File: src/hdl/pbbb_pkg.sv
// Shared types and constants for the proximity blob bounding box block.
package pbbb_pkg;

	localparam int CoordW = 10;
	localparam int IdxW   = 6;
	localparam int DistW  = 22;
	localparam int SqW    = 24;

	localparam logic [7:0]       ThreshReset = 8'd60;
	localparam logic [DistW-1:0] DistReset   = 22'd64;

	localparam logic CfgThresh = 1'b0;
	localparam logic CfgDist   = 1'b1;

	typedef struct packed {
		logic [7:0]        pixel_value;
		logic [CoordW-1:0] pos_x;
		logic [CoordW-1:0] pos_y;
		logic              frame_end;
	} pix_in_t;

	typedef struct packed {
		logic [IdxW-1:0]   blob_index;
		logic [CoordW-1:0] box_min_x;
		logic [CoordW-1:0] box_min_y;
		logic [CoordW-1:0] box_max_x;
		logic [CoordW-1:0] box_max_y;
		logic              blob_valid;
		logic              table_overflow;
		logic              last_blob;
	} blob_out_t;

	// Word passed from the front to the back part.
	typedef struct packed {
		logic              bright;
		logic [CoordW-1:0] x;
		logic [CoordW-1:0] y;
		logic              frame_end;
	} job_t;

	typedef enum logic [2:0] {
		ST_IDLE,
		ST_RD,
		ST_CMP,
		ST_OUT_RD,
		ST_OUT
	} bk_state_t;

endpackage

File: src/hdl/pbbb_front.sv
// Front part: classifies pixels and queues jobs for the back part.
module pbbb_front #(
	parameter int FRAME_COLUMNS = 1024,
	parameter int FRAME_ROWS    = 1024
) (
	input  logic             clk,
	input  logic             arst_n,
	input  logic             in_valid,
	output logic             in_ready,
	input  pbbb_pkg::pix_in_t in_word,
	input  logic [7:0]       thresh,
	output logic             job_valid,
	input  logic             job_ready,
	output pbbb_pkg::job_t   job
);
	import pbbb_pkg::*;

	localparam int Depth = 4;

	job_t       fifo_q [Depth];
	logic [1:0] wr_q, rd_q;
	logic [2:0] cnt_q;
	job_t       nj;
	logic       push, pop;

	// Classify incoming pixel
	always_comb begin
		nj.x = in_word.pos_x;
		nj.y = in_word.pos_y;
		nj.frame_end = in_word.frame_end;
		nj.bright = (in_word.pixel_value > thresh) &&
			(32'(in_word.pos_x) < FRAME_COLUMNS) && (32'(in_word.pos_y) < FRAME_ROWS);
	end

	assign in_ready  = (cnt_q != 3'(Depth));
	assign push      = in_valid && in_ready;
	assign job_valid = (cnt_q != 3'd0);
	assign pop       = job_valid && job_ready;
	assign job       = fifo_q[rd_q];

	// Short job queue
	always_ff @(posedge clk or negedge arst_n) begin
		if (!arst_n) begin
			wr_q  <= '0;
			rd_q  <= '0;
			cnt_q <= '0;
		end else begin
			if (push) wr_q <= wr_q + 2'd1;
			if (pop) rd_q <= rd_q + 2'd1;
			cnt_q <= cnt_q + 3'(push) - 3'(pop);
		end
	end

	always_ff @(posedge clk) begin
		if (push) fifo_q[wr_q] <= nj;
	end

endmodule

File: src/hdl/pbbb_back.sv
// Back part: sequential blob table search, update and frame readout.
module pbbb_back #(
	parameter int MAX_BLOBS = 64
) (
	input  logic                 clk,
	input  logic                 arst_n,
	input  logic                 job_valid,
	output logic                 job_ready,
	input  pbbb_pkg::job_t       job,
	input  logic [pbbb_pkg::DistW-1:0] dist_lim,
	output logic                 out_valid,
	input  logic                 out_ready,
	output pbbb_pkg::blob_out_t  out_word
);
	import pbbb_pkg::*;

	localparam int AW = (MAX_BLOBS > 1) ? $clog2(MAX_BLOBS) : 1;
	localparam int NW = $clog2(MAX_BLOBS + 1);

	logic [4*CoordW-1:0] mem_q [MAX_BLOBS];
	logic [4*CoordW-1:0] rd_q;
	bk_state_t           st_q, st_d;
	job_t                job_q;
	logic [NW-1:0]       n_q;
	logic [AW-1:0]       i_q;
	logic                drop_q;
	logic                we;
	logic [AW-1:0]       wa;
	logic [4*CoordW-1:0] wd;
	logic [AW-1:0]       ra;
	logic                take, hit, last_i, full;
	logic [CoordW-1:0]   l, t, r, b;
	logic [CoordW:0]     dx, dy;
	logic [SqW-1:0]      d;
	logic [DistW+1:0]    lim;
	blob_out_t           ow_q;
	logic                ov_q;

	assign {l, t, r, b} = rd_q;
	// Doubled-coordinate distance test
	always_comb begin
		logic [CoordW:0] cx, px, cy, py;
		cx = {1'b0, l} + {1'b0, r};
		px = {job_q.x, 1'b0};
		cy = {1'b0, t} + {1'b0, b};
		py = {job_q.y, 1'b0};
		dx = (cx >= px) ? cx - px : px - cx;
		dy = (cy >= py) ? cy - py : py - cy;
		d  = 24'(23'(dx * dx) + 23'(dy * dy));
		lim = {dist_lim, 2'b00};
		hit = (d < lim);
	end

	assign last_i = (NW'(i_q) + NW'(1) == n_q);
	assign full   = (32'(n_q) == MAX_BLOBS);
	assign out_valid = ov_q;
	assign out_word  = ow_q;
	assign take = !ov_q || out_ready;

	// Sequencer
	always_comb begin
		st_d = st_q;
		job_ready = 1'b0;
		we = 1'b0;
		wa = i_q;
		wd = {job_q.x, job_q.y, job_q.x, job_q.y};
		ra = i_q;
		case (st_q)
			ST_IDLE: begin
				job_ready = 1'b1;
				ra = '0;
				if (job_valid) begin
					if (job.bright && n_q != '0) st_d = ST_RD;
					else if (job.bright) st_d = ST_CMP;
					else if (job.frame_end) st_d = ST_OUT_RD;
				end
			end
			ST_RD: st_d = ST_CMP;
			ST_CMP: begin
				if (n_q != '0 && hit) begin
					we = 1'b1;
					wd = {(job_q.x < l) ? job_q.x : l, (job_q.y < t) ? job_q.y : t,
						(job_q.x > r) ? job_q.x : r, (job_q.y > b) ? job_q.y : b};
					st_d = job_q.frame_end ? ST_OUT_RD : ST_IDLE;
				end else if (n_q != '0 && !last_i) begin
					ra = i_q + AW'(1);
					st_d = ST_RD;
				end else begin
					we = !full;
					wa = AW'(n_q);
					st_d = job_q.frame_end ? ST_OUT_RD : ST_IDLE;
				end
			end
			ST_OUT_RD: st_d = ST_OUT;
			ST_OUT: begin
				if (take) begin
					if (n_q == '0 || last_i) st_d = ST_IDLE;
					else begin
						ra = i_q + AW'(1);
						st_d = ST_OUT_RD;
					end
				end
			end
			default: st_d = ST_IDLE;
		endcase
	end

	always_ff @(posedge clk or negedge arst_n) begin
		if (!arst_n) begin
			st_q   <= ST_IDLE;
			n_q    <= '0;
			i_q    <= '0;
			drop_q <= 1'b0;
			ov_q   <= 1'b0;
		end else begin
			st_q <= st_d;
			// output word register loads only in the readout state
			if (take) ov_q <= (st_q == ST_OUT);
			case (st_q)
				ST_IDLE: i_q <= '0;
				ST_CMP: begin
					if (!(n_q != '0 && hit) && n_q != '0 && !last_i) i_q <= i_q + AW'(1);
					else begin
						i_q <= '0;
						if (!(n_q != '0 && hit)) begin
							if (full) drop_q <= 1'b1;
							else n_q <= n_q + NW'(1);
						end
					end
				end
				ST_OUT: begin
					if (take) begin
						if (n_q == '0 || last_i) begin
							n_q <= '0;
							drop_q <= 1'b0;
						end else i_q <= i_q + AW'(1);
					end
				end
				default: ;
			endcase
		end
	end

	// Table memory and result register
	always_ff @(posedge clk) begin
		if (we) mem_q[wa] <= wd;
		rd_q <= mem_q[ra];
		if (st_q == ST_IDLE && job_valid) job_q <= job;
		if (st_q == ST_OUT && take) begin
			ow_q.blob_index     <= IdxW'(i_q);
			ow_q.box_min_x      <= (n_q == '0) ? '0 : l;
			ow_q.box_min_y      <= (n_q == '0) ? '0 : t;
			ow_q.box_max_x      <= (n_q == '0) ? '0 : r;
			ow_q.box_max_y      <= (n_q == '0) ? '0 : b;
			ow_q.blob_valid     <= (n_q != '0);
			ow_q.table_overflow <= drop_q;
			ow_q.last_blob      <= (n_q == '0) || last_i;
		end
	end

endmodule

File: src/hdl/proximity_blob_bounding_boxes.sv
// A pixel enters the 4-word queue on acceptance and leaves it once the back part takes it.
// Back part: a dark pixel is taken in the idle state; a bright one is compared against
// each blob in turn until one matches (memory read + test), or goes straight to the test when the table is empty.
// Frame readout: a memory read state and an output state per reported box, one box per output word.
// Reset (arst_n low, async): table empty, overflow clear, registers to 60 and 64.
// The box store is not cleared; only entries below the fill count are read.
module proximity_blob_bounding_boxes #(
	parameter int MAX_BLOBS     = 64,
	parameter int FRAME_COLUMNS = 1024,
	parameter int FRAME_ROWS    = 1024
) (
	input  logic                         clk,
	input  logic                         arst_n,
	input  logic                         in_valid,
	output logic                         in_ready,
	input  pbbb_pkg::pix_in_t            in_data,
	output logic                         out_valid,
	input  logic                         out_ready,
	output pbbb_pkg::blob_out_t          out_data,
	input  logic                         cfg_we,
	input  logic                         cfg_index,
	input  logic [pbbb_pkg::DistW-1:0]   cfg_data
);
	import pbbb_pkg::*;

	logic [7:0]       thresh_q;
	logic [DistW-1:0] dist_q;
	logic             job_valid, job_ready;
	job_t             job;

	// Configuration registers
	always_ff @(posedge clk or negedge arst_n) begin
		if (!arst_n) begin
			thresh_q <= ThreshReset;
			dist_q   <= DistReset;
		end else if (cfg_we) begin
			case (cfg_index)
				CfgThresh: thresh_q <= cfg_data[7:0];
				CfgDist:   dist_q   <= cfg_data;
				default: ;
			endcase
		end
	end

	pbbb_front #(.FRAME_COLUMNS(FRAME_COLUMNS), .FRAME_ROWS(FRAME_ROWS)) u_front (
		.clk, .arst_n, .in_valid, .in_ready, .in_word(in_data), .thresh(thresh_q),
		.job_valid, .job_ready, .job
	);

	pbbb_back #(.MAX_BLOBS(MAX_BLOBS)) u_back (
		.clk, .arst_n, .job_valid, .job_ready, .job, .dist_lim(dist_q),
		.out_valid, .out_ready, .out_word(out_data)
	);

`ifndef SYNTH
	// Empty marker is always the last word of its readout
	a_last_valid: assert property (@(posedge clk) disable iff (!arst_n)
		out_valid && !out_data.blob_valid |-> out_data.last_blob)
		else $error("empty marker without last flag");
	a_empty_idx: assert property (@(posedge clk) disable iff (!arst_n)
		out_valid && !out_data.blob_valid |-> out_data.blob_index == '0)
		else $error("empty marker with nonzero index");
	a_box_order: assert property (@(posedge clk) disable iff (!arst_n)
		out_valid && out_data.blob_valid |->
		out_data.box_min_x <= out_data.box_max_x && out_data.box_min_y <= out_data.box_max_y)
		else $error("inverted box");
`endif

endmodule

File: config.mk
export PLATFORM = sky130hd
export DESIGN_NAME = proximity_blob_bounding_boxes
export DESIGN_NICKNAME = d
export VERILOG_FILES = /design/src/hdl/pbbb_pkg.sv /design/src/hdl/pbbb_front.sv /design/src/hdl/pbbb_back.sv /design/src/hdl/proximity_blob_bounding_boxes.sv
export SDC_FILE = /design/constraint.sdc
export NUM_CORES = 2
export LEC_CHECK = 0
export ABC_AREA = 1
export BUFFER_PORTS_ARGS = -buffer_cell sky130_fd_sc_hd__buf_2
export CORE_AREA = 2 2 474 476
export CTS_CLUSTER_DIAMETER = 120
export DETAILED_ROUTE_END_ITERATION = 8
export DIE_AREA = 0 0 476 478
export HOLD_SLACK_MARGIN = 0.15
export PLACE_DENSITY = 0.76
export SETUP_SLACK_MARGIN = 0.4
export SYNTH_ARGS = -nofsm -noshare
export SYNTH_HDL_FRONTEND = slang
export SYNTH_SLANG_ARGS = --single-unit
File: constraint.sdc
create_clock -name clk -period 15.7 [get_ports clk]
set_input_delay 3.14 -clock clk [delete_from_list [all_inputs] [get_ports clk]]
set_output_delay 3.14 -clock clk [all_outputs]
set_load 0.03 [all_outputs]
==> impl_metrics.py <==
metrics = {
    "flow_run": {
        "maxCapViolCount": 0,
    },
    "worst_setup_path": {
        "r2r-start": "u_back.rd_q[10]",
        "startpoint_type": "flip-flop",
        "crit_arrival_ps": 15080,
        "rrSetupSlack_ps": 1340,
        "cp_slowest_cell": "fa_1",
        "critPathMaxStageDelay_ps": 550,
        "r2r-end": "u_back.rd_q[14]",
        "path_class": "reg2reg",
        "cp_max_fo": 149,
        "r2r_cells": 72,
        "required_ps": 16420,
        "crit_top_cell": "nand2_1",
        "endpoint_kind": "flip-flop",
    },
    "floorplan": {
        "die_height_um": 478,
        "ios": 108,
        "start_util": 0.596,
        "die_x_um": 476,
        "num_rows": 174,
        "core_mm2": 0.223,
        "die_area_mm2": 0.228,
    },
    "logic_synthesis": {
        "synth-main-ff-cell": "edfxtp_1",
        "synth_xor_area_frac": 0.00474,
        "syn_area_mm2": 0.133,
        "synth_edf_count": 2718,
        "synth_area_per_cell_um2": 10.9,
        "synth_compound_area_frac": 0.0150,
        "yosys_warnings": 0,
        "yosysSeqAreaShare": 0.630,
        "async_flop_share": 0.0196,
        "synth_seq_cells": 2813,
        "synthSimpleGateAreaFrac": 0.220,
        "synth_cell_types": 54,
        "synth_top_family_by_area": "simple AND/OR/NAND/NOR gates",
        "muxShareOfSynthArea": 0.000160,
        "yosys.area_share.adder": 0.0477,
        "postSynthCellCount": 12200,
        "synth_fp_nets": 12700,
    },
    "final_layout": {
        "fin_area_mm2": 0.150,
        "drive_above_1_share": 0.0897,
        "final_common_cell": "nand3_1",
        "syn_to_final_growth_pct": 12.5,
        "finalNetCount": 12800,
        "final_cell_mix": "nand3_1 (2,773), edfxtp_1 (2,718), inv_1 (1,927)",
        "post-route-util": 0.671,
    },
    "timing": {
        "slew_violations": 0,
        "period_share": 0.915,
        "setup_slack_ps": 1340,
        "period_minus_slack_ps": 14360,
        "relSlewSlack": 0.217,
        "fmax_mhz": 69.6,
        "tightest_slew_ps": 1170,
        "finalHoldViolCount": 0,
        "fin_skew_ps": 63.8,
        "rsz0062_at_grt": "no",
        "fin_tns_setup_ps": 0,
        "finalSetupViolCount": 0,
    },
    "drt": {
        "top_layer": "met5",
        "remaining_drc_errors": 1,
        "dr_wl_met3_um": 47900,
        "ant_nets": 0,
        "dr.first_iter.drc_count": 14300,
        "drt-total-wl_um": 384000,
        "vias": 95700,
        "drt_first_pass_iters": 9,
        "via_per_inst": 6.15,
        "wl_met2_um": 179000,
        "drt-met1-wl_um": 138000,
        "avgRoutedWirePerCell_um": 24.7,
    },
    "worst_hold_path": {
        "worstHoldPathCells": 2,
        "min_to": "thresh_q[7]",
        "min-delay-start": "thresh_q[7]",
        "worstHoldPathType": "reg2reg",
    },
    "cts": {
        "h-tree-depth": 5,
        "numCtsBuffers": 303,
        "clk_pin_slew_ps": 60,
        "cts_tree": "yes",
        "root_buffer": "clkbuf_16",
        "insertion_delay_ps": 960,
        "cts_buffer_depth": 4,
        "cts_sinks": 2813,
    },
    "placement": {
        "post-dp-hpwl_um": 224000,
        "gp_congestion": 0.955,
        "post_dp_cell_area_mm2": 0.140,
        "io_buffers": 107,
        "post-place-ws_ps": 1260,
    },
    "grt": {
        "grt_pass1_vias": 93600,
        "grt_usage": 0.331,
        "grt_first_pass_wirelength_um": 567000,
        "grt_max_degree": 213,
        "gr-total-overflow": 0,
        "grt_antenna_before_repair": 15,
    },
    "run_status": {
        "violations": "DRC",
        "status": "finished, violations left",
    },
}
==> cells by family after synthesis <==
group,after synthesis
compound gates,357
xor+xnor,72
fa+ha+maj,405
buf+inv,2684
flops,2813
mux,2
simple gates,5900
==> cell type report <==
cell class,instances,area [um2]
clock buffer,370,8030
clock inverter,144,1250
fill,15800,73500
inverter,1943,7310
antenna,4,10.0
tap,2992,3740
multi-input combinational,6744,39400
sequential,2813,83800
timing repair buffer,556,6090
==> synth_stat cells (15+ instances only) <==
master,number,area [um2]
nand3_1,2778,13900
edfxtp_1,2718,81600
inv_1,1928,7240
nand2_1,1794,6730
nand3b_1,957,7180
buf_2,411,2060
nor2_1,327,1230
ha_1,234,2930
clkbuf_1,231,867
fa_1,171,3420
o21ai_0,155,776
a21oi_1,109,546
buf_4,74,556
dfrtp_1,50,1250
xor2_1,50,438
dfxtp_1,40,801
o22ai_1,24,150
xnor2_1,22,193
nor3_1,17,85.1
buf_1,15,56.3
==> worst max-delay path: cells and delay by family (launching register included) <==
family,cells,cell delay (ps)
DFF,1,340
and+or+nand+nor,29,3350
xor gates and xnor gates,3,480
AOI/OAI and AO/OA,17,2890
adders and majority gates,12,5140
buffers and inverters,11,1650
==> timing repair <==
item | CTS | global route
endpoints found under the setup margin | 0 | 1144
buffers inserted | 0 | 52
gates resized for setup | 0 | 27
hold buffers | 0 | 0
==> per-stage QoR <==
step                instances  hold WS [ps]
finish                  15600           487
global route            15600           521
CTS                     15500           492
detailed placement      15000           478
global placement        15000           474
floorplan               12200           423
==> sequential cells by signal, summed over array words and instances, names as in the netlist <==
| name | cells |
|---|---|
| dist_q | 22 |
| thresh_q | 8 |
| u_back.drop_q | 1 |
| u_back.i_q | 6 |
| u_back.job_q | 21 |
| u_back.mem_q | 2560 |
| u_back.n_q | 7 |
| u_back.out_valid | 1 |
| u_back.out_word | 49 |
| u_back.rd_q | 40 |
| u_back.st_q | 3 |
| u_front.cnt_q | 3 |
| u_front.fifo_q | 88 |
| u_front.rd_q | 2 |
| u_front.wr_q | 2 |
==> routing by layer <==
metal / vias up / global-route usage
li1: 41800 / -
met1: 46200 / 0.437
met2: 6538 / 0.522
met3: 1184 / 0.0746
met4: 4 / 0.156
met5: - / 0
==> worst max-delay path by stage <==
stage / start / endpoint / slack, ps
floorplan: u_back.rd_q[10] / u_back.mem_q[0][20] / 1680
global placement: u_back.rd_q[10] / u_back.mem_q[63][14] / 1090
detailed placement: u_back.rd_q[10] / u_back.mem_q[11][9] / 1260
CTS: u_back.rd_q[10] / u_back.mem_q[11][6] / 1180
global route: u_back.rd_q[10] / u_back.rd_q[11] / 410
finish: u_back.rd_q[10] / u_back.rd_q[14] / 1340
Power is not shown: default switching activity piles up to over one toggle a cycle in this logic, so the estimate is an artifact.
